### src/ustc_pkg.sv
// ----------------------------------------------------------------------------
// ustc_pkg
// Shared constants and calendar helpers for the seconds-to-calendar pipeline.
// ----------------------------------------------------------------------------
package ustc_pkg;

  localparam int unsigned EPOCH_YEAR    = 1970;
  localparam int unsigned EPOCH_WEEKDAY = 4;     // 1970-01-01 was a Thursday
  localparam int unsigned DAYS_PER_WEEK = 7;
  localparam int unsigned DAYS_COMMON   = 365;
  localparam int unsigned SECS_PER_MIN  = 60;
  localparam int unsigned SECS_PER_HOUR = 3600;
  localparam int unsigned MONTHS        = 12;

  // Payload widths
  localparam int unsigned SECS_W  = 32;
  localparam int unsigned YEAR_W  = 12;
  localparam int unsigned MONTH_W = 4;
  localparam int unsigned DAY_W   = 5;
  localparam int unsigned WDAY_W  = 3;
  localparam int unsigned HOUR_W  = 5;
  localparam int unsigned MIN_W   = 6;
  localparam int unsigned SEC_W   = 6;

  // Internal widths
  localparam int unsigned DAYS_W  = 16;  // whole days since epoch, max 49710
  localparam int unsigned SOD_W   = 17;  // seconds of day, max 86399
  localparam int unsigned YIDX_W  = 8;   // years since 1970, max 136
  localparam int unsigned DOY_W   = 9;   // day of year, 0..365
  localparam int unsigned RSEC_W  = 12;  // seconds of hour, 0..3599

  // Reciprocal constants (multiply then shift gives an exact floor)
  // days = (t >> 7) / 675      : x < 2^25
  localparam logic [25:0] RCP_DAY      = 26'd50903317;
  localparam int unsigned RCP_DAY_SH   = 35;
  localparam logic [9:0]  DAY_DIV_ODD  = 10'd675;
  // year estimate = days / 365.25 (within one of the true year)
  localparam logic [15:0] RCP_YEAR     = 16'd45934;
  localparam int unsigned RCP_YEAR_SH  = 24;
  // (days + 4) / 7             : x < 2^16
  localparam logic [16:0] RCP_WEEK     = 17'd74899;
  localparam int unsigned RCP_WEEK_SH  = 19;
  // hour = (sod >> 4) / 225    : x < 2^13
  localparam logic [13:0] RCP_HOUR     = 14'd9321;
  localparam int unsigned RCP_HOUR_SH  = 21;
  // minute = (rsec >> 2) / 15  : x < 2^10
  localparam logic [10:0] RCP_MIN      = 11'd1093;
  localparam int unsigned RCP_MIN_SH   = 14;

  // Year index of 2100 and first index after it that misses that leap day
  localparam logic [YIDX_W-1:0] YIDX_2100 = YIDX_W'(2100 - EPOCH_YEAR);
  localparam logic [YIDX_W-1:0] YIDX_2101 = YIDX_W'(2101 - EPOCH_YEAR);

  // Day of year on which each month starts, common year
  localparam logic [DOY_W-1:0] MONTH_START [MONTHS] = '{
    9'd0,   9'd31,  9'd59,  9'd90,  9'd120, 9'd151,
    9'd181, 9'd212, 9'd243, 9'd273, 9'd304, 9'd334
  };

  // First day (since epoch) of year index y
  function automatic logic [DAYS_W-1:0] year_start(input logic [YIDX_W-1:0] y);
    logic [YIDX_W:0]   yp1;
    logic [DAYS_W-1:0] base;
    yp1  = {1'b0, y} + (YIDX_W+1)'(1);
    base = DAYS_W'(y) * DAYS_W'(DAYS_COMMON) + DAYS_W'(yp1[YIDX_W:2]);
    if (y >= YIDX_2101) begin
      base = base - DAYS_W'(1);
    end
    return base;
  endfunction

  function automatic logic is_leap(input logic [YIDX_W-1:0] y);
    return (y[1:0] == 2'd2) && (y != YIDX_2100);
  endfunction

  function automatic logic [DOY_W-1:0] month_first(input logic [MONTH_W-1:0] idx,
                                                    input logic              leap);
    logic [DOY_W-1:0] d;
    d = MONTH_START[idx];
    if (leap && (idx >= MONTH_W'(2))) begin
      d = d + DOY_W'(1);
    end
    return d;
  endfunction

endpackage

### src/ustc_if.sv
// ----------------------------------------------------------------------------
// ustc_if
// Valid/ready channels for the seconds-to-calendar block.
// ----------------------------------------------------------------------------
interface ustc_in_if import ustc_pkg::*; ();
  logic              valid;
  logic              ready;
  logic [SECS_W-1:0] unix_seconds;

  modport source (output valid, output unix_seconds, input ready);
  modport sink   (input valid, input unix_seconds, output ready);
endinterface

interface ustc_out_if import ustc_pkg::*; ();
  logic               valid;
  logic               ready;
  logic [YEAR_W-1:0]  year;
  logic [MONTH_W-1:0] month;
  logic [DAY_W-1:0]   day_of_month;
  logic [WDAY_W-1:0]  weekday;
  logic [HOUR_W-1:0]  hour;
  logic [MIN_W-1:0]   minute;
  logic [SEC_W-1:0]   second;

  modport source (output valid, output year, output month, output day_of_month,
                  output weekday, output hour, output minute, output second,
                  input ready);
  modport sink   (input valid, input year, input month, input day_of_month,
                  input weekday, input hour, input minute, input second,
                  output ready);
endinterface

### src/unix_seconds_to_calendar.sv
// ----------------------------------------------------------------------------
// unix_seconds_to_calendar
// Seconds since 1970-01-01 00:00:00 UTC to Gregorian date, weekday and time.
// ----------------------------------------------------------------------------
// Fully pipelined converter: one transaction can enter every clock unless the
// output is stalled. There are seven register stages; the accepting edge loads
// stage 1, and results are delivered on out_ch in input order.
// The seven stages are set by the constant divisions (days, weekday, hour,
// minute), each done as a reciprocal multiply followed by a registered
// back-multiply and subtract, and by the year and month lookups. When the
// result register is full and out_ch.ready is low the whole pipe freezes,
// and in_ch.ready drops in the same cycle; nothing is dropped or repeated.
// Every 32-bit input is legal (up to 2106-02-07 06:28:15); leap years follow
// the Gregorian rule over that range, so 2100 has no Feb 29. The block holds no state
// beyond the pipeline itself.
//
// Stage map:
//   1  t * 1/86400 reciprocal product
//   2  whole days, seconds of day
//   3  year estimate, weekday and hour reciprocal products
//   4  three candidate year starts, weekday, hour, seconds of hour
//   5  year pick, day of year, leap flag, minute reciprocal product
//   6  month by parallel compare, minute, second
//   7  day of month (result register)
module unix_seconds_to_calendar import ustc_pkg::*; (
  input  logic          clk,
  input  logic          rst_n,
  ustc_in_if.sink       in_ch,
  ustc_out_if.source    out_ch
);

  // Global advance: everything moves unless the result register is blocked
  logic adv;
  assign adv         = !out_ch.valid || out_ch.ready;
  assign in_ch.ready = adv;

  // Valid bits travel with the data
  logic v1_r, v2_r, v3_r, v4_r, v5_r, v6_r, v7_r;

  // ---- Stage 1 ------------------------------------------------------------
  logic [SECS_W-1:0] t1_r;
  logic [50:0]       pday1_r;

  // ---- Stage 2 ------------------------------------------------------------
  logic [DAYS_W-1:0] days2_nxt, days2_r;
  logic [25:0]       dayback2;
  logic [25:0]       lo2;
  logic [SOD_W-1:0]  sod2_nxt, sod2_r;

  assign days2_nxt = pday1_r[RCP_DAY_SH +: DAYS_W];
  assign dayback2  = 26'(days2_nxt) * 26'(DAY_DIV_ODD);
  assign lo2       = 26'(t1_r[SECS_W-1:7]) - dayback2;
  assign sod2_nxt  = {lo2[9:0], t1_r[6:0]};

  // ---- Stage 3 ------------------------------------------------------------
  logic [DAYS_W-1:0] days3_r;
  logic [DAYS_W-1:0] dw3_r;             // days + epoch weekday offset
  logic [SOD_W-1:0]  sod3_r;
  logic [31:0]       pyr3_r;
  logic [32:0]       pwk3_r;
  logic [26:0]       phr3_r;
  logic [DAYS_W-1:0] dw3_nxt;

  assign dw3_nxt = days2_r + DAYS_W'(EPOCH_WEEKDAY);

  // ---- Stage 4 ------------------------------------------------------------
  logic [YIDX_W-1:0] e4_nxt, e4_r;
  logic [DAYS_W-1:0] stm4_nxt, st0_4_nxt, stp4_nxt;
  logic [DAYS_W-1:0] stm4_r, st0_4_r, stp4_r;
  logic [DAYS_W-1:0] days4_r;
  logic [13:0]       qwk4;
  logic [DAYS_W-1:0] wkfull4;
  logic [WDAY_W-1:0] wk4_r;
  logic [HOUR_W-1:0] hour4_nxt, hour4_r;
  logic [SOD_W-1:0]  rfull4;
  logic [RSEC_W-1:0] rsec4_r;

  assign e4_nxt    = pyr3_r[RCP_YEAR_SH +: YIDX_W];
  // e == 0 never selects the lower candidate (days >= 0 = start of 1970)
  assign stm4_nxt  = (e4_nxt == '0) ? '0 : year_start(e4_nxt - YIDX_W'(1));
  assign st0_4_nxt = year_start(e4_nxt);
  assign stp4_nxt  = year_start(e4_nxt + YIDX_W'(1));
  assign qwk4      = pwk3_r[RCP_WEEK_SH +: 14];
  assign wkfull4   = dw3_r - (DAYS_W'(qwk4) * DAYS_W'(DAYS_PER_WEEK));
  assign hour4_nxt = phr3_r[RCP_HOUR_SH +: HOUR_W];
  assign rfull4    = sod3_r - (SOD_W'(hour4_nxt) * SOD_W'(SECS_PER_HOUR));

  // ---- Stage 5 ------------------------------------------------------------
  logic [YIDX_W-1:0] y5_nxt, y5_r;
  logic [DAYS_W-1:0] ystart5;
  logic [DAYS_W-1:0] doyfull5;
  logic [DOY_W-1:0]  doy5_r;
  logic              leap5_r;
  logic [WDAY_W-1:0] wk5_r;
  logic [HOUR_W-1:0] hour5_r;
  logic [RSEC_W-1:0] rsec5_r;
  logic [20:0]       pmin5_r;

  // Estimate is within one year of the truth; bracket it
  always_comb begin
    if (days4_r < st0_4_r) begin
      y5_nxt  = e4_r - YIDX_W'(1);
      ystart5 = stm4_r;
    end else if (days4_r >= stp4_r) begin
      y5_nxt  = e4_r + YIDX_W'(1);
      ystart5 = stp4_r;
    end else begin
      y5_nxt  = e4_r;
      ystart5 = st0_4_r;
    end
  end
  assign doyfull5 = days4_r - ystart5;

  // ---- Stage 6 ------------------------------------------------------------
  logic [MONTH_W-1:0] mon6_nxt, mon6_r;
  logic [DOY_W-1:0]   doy6_r;
  logic               leap6_r;
  logic [YIDX_W-1:0]  y6_r;
  logic [WDAY_W-1:0]  wk6_r;
  logic [HOUR_W-1:0]  hour6_r;
  logic [MIN_W-1:0]   min6_nxt, min6_r;
  logic [RSEC_W-1:0]  sfull6;
  logic [SEC_W-1:0]   sec6_r;

  // Month = 1 + number of later month starts already reached
  always_comb begin
    mon6_nxt = MONTH_W'(1);
    for (int i = 1; i < MONTHS; i++) begin
      if (doy5_r >= month_first(MONTH_W'(i), leap5_r)) begin
        mon6_nxt = mon6_nxt + MONTH_W'(1);
      end
    end
  end
  assign min6_nxt = pmin5_r[RCP_MIN_SH +: MIN_W];
  assign sfull6   = rsec5_r - (RSEC_W'(min6_nxt) * RSEC_W'(SECS_PER_MIN));

  // ---- Stage 7 ------------------------------------------------------------
  logic [DOY_W-1:0]   dfull7;
  logic [YEAR_W-1:0]  year7_r;
  logic [MONTH_W-1:0] mon7_r;
  logic [DAY_W-1:0]   day7_r;
  logic [WDAY_W-1:0]  wk7_r;
  logic [HOUR_W-1:0]  hour7_r;
  logic [MIN_W-1:0]   min7_r;
  logic [SEC_W-1:0]   sec7_r;

  assign dfull7 = doy6_r - month_first(mon6_r - MONTH_W'(1), leap6_r) + DOY_W'(1);

  // ---- Valid chain ----------------------------------------------------------
  always_ff @(posedge clk) begin
    if (!rst_n) begin
      v1_r <= 1'b0;
      v2_r <= 1'b0;
      v3_r <= 1'b0;
      v4_r <= 1'b0;
      v5_r <= 1'b0;
      v6_r <= 1'b0;
      v7_r <= 1'b0;
    end else if (adv) begin
      v1_r <= in_ch.valid;
      v2_r <= v1_r;
      v3_r <= v2_r;
      v4_r <= v3_r;
      v5_r <= v4_r;
      v6_r <= v5_r;
      v7_r <= v6_r;
    end
  end

  // ---- Datapath registers (no reset) ----------------------------------------
  always_ff @(posedge clk) begin
    if (adv) begin
      // stage 1
      t1_r    <= in_ch.unix_seconds;
      pday1_r <= 51'(in_ch.unix_seconds[SECS_W-1:7]) * 51'(RCP_DAY);
      // stage 2
      days2_r <= days2_nxt;
      sod2_r  <= sod2_nxt;
      // stage 3
      days3_r <= days2_r;
      dw3_r   <= dw3_nxt;
      sod3_r  <= sod2_r;
      pyr3_r  <= 32'(days2_r) * 32'(RCP_YEAR);
      pwk3_r  <= 33'(dw3_nxt) * 33'(RCP_WEEK);
      phr3_r  <= 27'(sod2_r[SOD_W-1:4]) * 27'(RCP_HOUR);
      // stage 4
      e4_r    <= e4_nxt;
      stm4_r  <= stm4_nxt;
      st0_4_r <= st0_4_nxt;
      stp4_r  <= stp4_nxt;
      days4_r <= days3_r;
      wk4_r   <= wkfull4[WDAY_W-1:0];
      hour4_r <= hour4_nxt;
      rsec4_r <= rfull4[RSEC_W-1:0];
      // stage 5
      y5_r    <= y5_nxt;
      doy5_r  <= doyfull5[DOY_W-1:0];
      leap5_r <= is_leap(y5_nxt);
      wk5_r   <= wk4_r;
      hour5_r <= hour4_r;
      rsec5_r <= rsec4_r;
      pmin5_r <= 21'(rsec4_r[RSEC_W-1:2]) * 21'(RCP_MIN);
      // stage 6
      mon6_r  <= mon6_nxt;
      doy6_r  <= doy5_r;
      leap6_r <= leap5_r;
      y6_r    <= y5_r;
      wk6_r   <= wk5_r;
      hour6_r <= hour5_r;
      min6_r  <= min6_nxt;
      sec6_r  <= sfull6[SEC_W-1:0];
      // stage 7
      year7_r <= YEAR_W'(EPOCH_YEAR) + YEAR_W'(y6_r);
      mon7_r  <= mon6_r;
      day7_r  <= dfull7[DAY_W-1:0];
      wk7_r   <= wk6_r;
      hour7_r <= hour6_r;
      min7_r  <= min6_r;
      sec7_r  <= sec6_r;
    end
  end

  assign out_ch.valid        = v7_r;
  assign out_ch.year         = year7_r;
  assign out_ch.month        = mon7_r;
  assign out_ch.day_of_month = day7_r;
  assign out_ch.weekday      = wk7_r;
  assign out_ch.hour         = hour7_r;
  assign out_ch.minute       = min7_r;
  assign out_ch.second       = sec7_r;

  // ---- Assertions -----------------------------------------------------------
  // Year pick must leave a day of year inside that year
  a_doy_in_year: assert property (@(posedge clk) disable iff (!rst_n)
    v5_r |-> (doy5_r < (DOY_W'(DAYS_COMMON) + DOY_W'(leap5_r))))
    else $error("day of year outside selected year");

  // Hour reciprocal must leave less than one hour behind
  a_rsec_range: assert property (@(posedge clk) disable iff (!rst_n)
    v4_r |-> (rsec4_r < RSEC_W'(SECS_PER_HOUR)))
    else $error("seconds of hour out of range");

  // Delivered fields stay in their calendar ranges
  a_out_range: assert property (@(posedge clk) disable iff (!rst_n)
    out_ch.valid |-> (out_ch.month >= MONTH_W'(1)) && (out_ch.month <= MONTH_W'(MONTHS))
      && (out_ch.day_of_month >= DAY_W'(1)) && (out_ch.weekday < WDAY_W'(DAYS_PER_WEEK))
      && (out_ch.hour < HOUR_W'(24)) && (out_ch.minute < MIN_W'(60))
      && (out_ch.second < SEC_W'(60)))
    else $error("result field out of range");

  // A held result keeps the pipe frozen behind it
  a_stall_freeze: assert property (@(posedge clk) disable iff (!rst_n)
    (out_ch.valid && !out_ch.ready) |=> ($stable(v6_r) && $stable(mon6_r)))
    else $error("pipeline moved during stall");

endmodule
### src/flat_wrapper.sv
// flat-port wrapper written by rule: the top's interface ports become plain ports
module unix_seconds_to_calendar_flat import ustc_pkg::*;
  (clk, rst_n, in_ch_valid, in_ch_unix_seconds, in_ch_ready, out_ch_valid, out_ch_year, out_ch_month, out_ch_day_of_month, out_ch_weekday, out_ch_hour, out_ch_minute, out_ch_second, out_ch_ready);
  ustc_in_if in_ch_i ();
  ustc_out_if out_ch_i ();
  input  logic clk;
  input  logic rst_n;
  input wire logic [$bits(in_ch_i.valid)-1:0] in_ch_valid;
  input wire logic [$bits(in_ch_i.unix_seconds)-1:0] in_ch_unix_seconds;
  output wire logic [$bits(in_ch_i.ready)-1:0] in_ch_ready;
  output wire logic [$bits(out_ch_i.valid)-1:0] out_ch_valid;
  output wire logic [$bits(out_ch_i.year)-1:0] out_ch_year;
  output wire logic [$bits(out_ch_i.month)-1:0] out_ch_month;
  output wire logic [$bits(out_ch_i.day_of_month)-1:0] out_ch_day_of_month;
  output wire logic [$bits(out_ch_i.weekday)-1:0] out_ch_weekday;
  output wire logic [$bits(out_ch_i.hour)-1:0] out_ch_hour;
  output wire logic [$bits(out_ch_i.minute)-1:0] out_ch_minute;
  output wire logic [$bits(out_ch_i.second)-1:0] out_ch_second;
  input wire logic [$bits(out_ch_i.ready)-1:0] out_ch_ready;
  assign in_ch_i.valid = in_ch_valid;
  assign in_ch_i.unix_seconds = in_ch_unix_seconds;
  assign in_ch_ready = in_ch_i.ready;
  assign out_ch_valid = out_ch_i.valid;
  assign out_ch_year = out_ch_i.year;
  assign out_ch_month = out_ch_i.month;
  assign out_ch_day_of_month = out_ch_i.day_of_month;
  assign out_ch_weekday = out_ch_i.weekday;
  assign out_ch_hour = out_ch_i.hour;
  assign out_ch_minute = out_ch_i.minute;
  assign out_ch_second = out_ch_i.second;
  assign out_ch_i.ready = out_ch_ready;
  unix_seconds_to_calendar u_core (.clk(clk), .rst_n(rst_n), .in_ch(in_ch_i), .out_ch(out_ch_i));
endmodule
### config.mk
export PLATFORM = sky130hd
export DESIGN_NAME = unix_seconds_to_calendar_flat
export DESIGN_NICKNAME = d
export VERILOG_FILES = /design/src/ustc_pkg.sv /design/src/ustc_if.sv /design/src/unix_seconds_to_calendar.sv /design/src/flat_wrapper.sv
export SDC_FILE = /design/constraint.sdc
export NUM_CORES = 2
export LEC_CHECK = 0
export ABC_CLOCK_PERIOD_IN_PS = 6700
export BUFFER_PORTS_ARGS = -buffer_cell sky130_fd_sc_hd__buf_2
export CAP_MARGIN = 20
export CORE_MARGIN = 2
export CORE_UTILIZATION = 55
export DETAILED_ROUTE_END_ITERATION = 10
export PLACE_DENSITY_LB_ADDON = 0.2
export SYNTH_ARGS = -nofsm -noshare
export SYNTH_HDL_FRONTEND = slang
export SYNTH_SLANG_ARGS = --single-unit
export TNS_END_PERCENT = 100
### constraint.sdc
create_clock -name clk -period 6.7 [get_ports clk]
set_input_delay 0.335 -clock clk [delete_from_list [all_inputs] [get_ports clk]]
set_output_delay 0.335 -clock clk [all_outputs]
set_load 0.02 [all_outputs]
==> key figures <==
Run status
  – Status: finished clean

Clocking
  – Root buf cell: clkbuf_16
  – Worst-case clock buffer depth: 3
  – Clock-pin slew on the worst setup and hold paths: 60 ps
  – Total CTS buffers: 37
  – Clk_lat worst skew: 570 ps
  – H-Tree Level Count: 2
  – Clk sinks: 320
  – CTS tree: done

Critical path
  – Critical path class: register to register
  – RR Startpoint: u_core.leap5_r
  – CP endpoint kind: register
  – R2R setup slack: 270 ps
  – Worst Reg2Reg Path Length in Cells: 27
  – Startpoint type of the worst setup path: register
  – R2R Path End: u_core.mon6_r[1]
  – CP Max Fanout: 5
  – Required time worst endpoint: 7010 ps
  – Data arrival time of the worst path: 6740 ps

GRT
  – Global route total overflow: 0
  – Largest net degree at the start of global routing: 158
  – Initial antenna violation count: 1
  – Number of global-route vias before repair: 25700
  – Total Routing Usage GR: 21.7%
  – First-pass GRT wire length: 128000 um

Timing
  – Setup TNS: 0 ps
  – Final min period: 6430 ps
  – Relative slew margins: 30.4%
  – RSZ-0062 raised after global routing: no
  – Setup violators final: 0
  – Clk_skew: 22.6 ps
  – Max-slew violations: 0
  – Final WS setup: 274 ps
  – Fin crit share: 95.9%
  – Max frequency: 0.156 GHz
  – Final Hold Fails: 0
  – Worst-Margin Slew: 1040 ps

Finish
  – N_diodes: 0
  – Area growth syn-to-layout: 9.78%
  – Share of cells above drive strength 1: 8.36%
  – Nets@finish: 5235
  – Most common cell after layout, fill and taps aside: inv_1
  – Most frequent cells in the layout: 988 x inv_1, 865 x ha_1, 438 x fa_1

Synth
  – Instance count of the mapped netlist: 3638
  – Number of enable flip-flop cells after synthesis: 313
  – Syn nets: 4978
  – Post-Syn Area: 0.0396 sq mm
  – Syn avg cell area: 10.9 sq um
  – Synth Flop Type: edfxtp_1
  – #FFs+latches synth: 320
  – Largest area contributor in the synthesized netlist: ha_1
  – Synth warnings: 0
  – Synth top area share: 27.4%
  – Post-synth ARST share: 0%
  – Post-synthesis cell type count: 86
  – Ranking of synthesized cells by area: ha_1 27%, edfxtp_1 24%, fa_1 22%, inv_1 9.4%, xnor2_1 3.6%
  – Seq/Total Area, Yosys: 24.1%

Detailed routing
  – Iteration-0 DRC Markers: 1061
  – Via/cell ratio: 5.06
  – TritonRoute pass-1 iters: 7
  – Antenna-violating nets left: 0
  – DRC: 0
  – Routed WL per cell: 15.7 um
  – Total length of routed wires: 76700 um
  – Detailed-route via count: 24700

Placed design
  – HPWL Detailed: 65400 um
  – Port Buffers: 78
  – DP Worst Slack: 4.96 ps
  – Gpl congestion: 0.963

Hold path
  – Worst Hold Depth: 3
  – Min-delay src: in_ch_valid
  – Hold Crit Endpoint: u_core.v1_r
  – Worst hold path class: primary input to register

Floorplanning
  – I/O pin total: 79
  – Width of the die: 272 um
  – Initial Util: 55.5%
  – Die height: 272 um
  – CORE AREA: 0.0714 sq mm
  – Row count: 98
  – Die footprint: 0.0742 sq mm

Flow run
  – Max-cap violations: 0
[metrics by stage]
step	util, %	hold WS, ps	instance area [sq um]	cells
final	60.9	40.3	43500	4874
after global routing	60.9	41.6	43500	4874
after CTS	60.7	10.2	43300	4859
after detailed placement	59.0	405	42100	4784
after global placement	59.0	400	42100	4784
after floorplan	-	400	39600	3638
[state kept, by name, indices dropped and copies added (netlist names), 12 cells and up]
register	count
u_core.days2_r	16
u_core.t1_r	15
u_core.sod2_r	17
u_core.out_ch.year	12
u_core.days3_r	14
u_core.stp4_r	16
u_core.st0_4_r	16
u_core.pday1_r	18
u_core.days4_r	16
u_core.rsec4_r	12
[critical path, stage by stage (launching register included)]
cell      delay (ps)
edfxtp_1         400
inv_1            170
ha_1             310
o31ai_1          310
a211oi_1         120
buf_4            180
fa_1             390
nor2b_2          160
a31oi_2          210
inv_1             70
ha_1             310
o21ai_0           70
o21ai_0          140
ha_1             320
nand3_1           90
o211ai_2         130
ha_1             360
mux2i_4          200
inv_1             70
ha_1             320
nand2_1           80
o21ai_2           60
ha_1             290
mux2_4           280
ha_1             300
mux2_2           280
ha_1             280
mux2_2           260
[timing repair]
item,4_1_cts,5_1_grt
gates resized for setup,0,3
hold buffers,7,0
setup endpoints to repair,0,8
buffers inserted,0,14
hold endpoints to repair,7,0
[worst max-delay path by stage]
stage,startpoint,to
floorplan,u_core.pyr3_r[24],u_core.stp4_r[15]
global placement,in_ch_unix_seconds[11],u_core.pday1_r[49]
detailed placement,in_ch_unix_seconds[11],u_core.pday1_r[49]
CTS,u_core.days2_r[9],u_core.pyr3_r[31]
global route,u_core.leap5_r,u_core.mon6_r[1]
finish,u_core.leap5_r,u_core.mon6_r[1]
[cell usage after synthesis, types with 33 or more instances]
| library cell | count |
|---|---|
| inv_1 | 989 |
| ha_1 | 866 |
| fa_1 | 438 |
| edfxtp_1 | 313 |
| xnor2_1 | 165 |
| a21oi_1 | 121 |
| nor2_1 | 103 |
| nand2_1 | 96 |
| xor2_1 | 80 |
| a21o_1 | 62 |
| o21ai_0 | 57 |
| nand3_1 | 33 |
[per-layer routing]
layer	track usage [%]	vias to the layer above	routed length [um]
met4	5.03	0	1620
met1	29.7	11900	35400
met3	3.02	87	3510
li1	-	12300	-
met2	36.6	390	36200
met5	0	-	0
[area by class of cell]
class / instances / area, sq um
fillers: 5983 / 27900
repair buffers: 234 / 1620
clock inverters: 20 / 163
clock buffers: 48 / 977
multi-input cells: 2312 / 26300
flip-flops and latches: 320 / 9540
well taps: 950 / 1190
inverters: 990 / 3720
[logic make-up (layout without fill, tap and decap cells)]
logic type	Yosys count	in the layout	synth area share, %
compound gates	371	371	6.16
mux	11	11	0.341
simple gates	377	377	4.71
fa+ha+maj	1304	1304	49.5
xor+xnor	249	249	5.58
buf+inv	1006	1292	9.63
flops	320	320	24.1
Power is not shown: default switching activity piles up to over one toggle a cycle in this logic, so the estimate is an artifact.
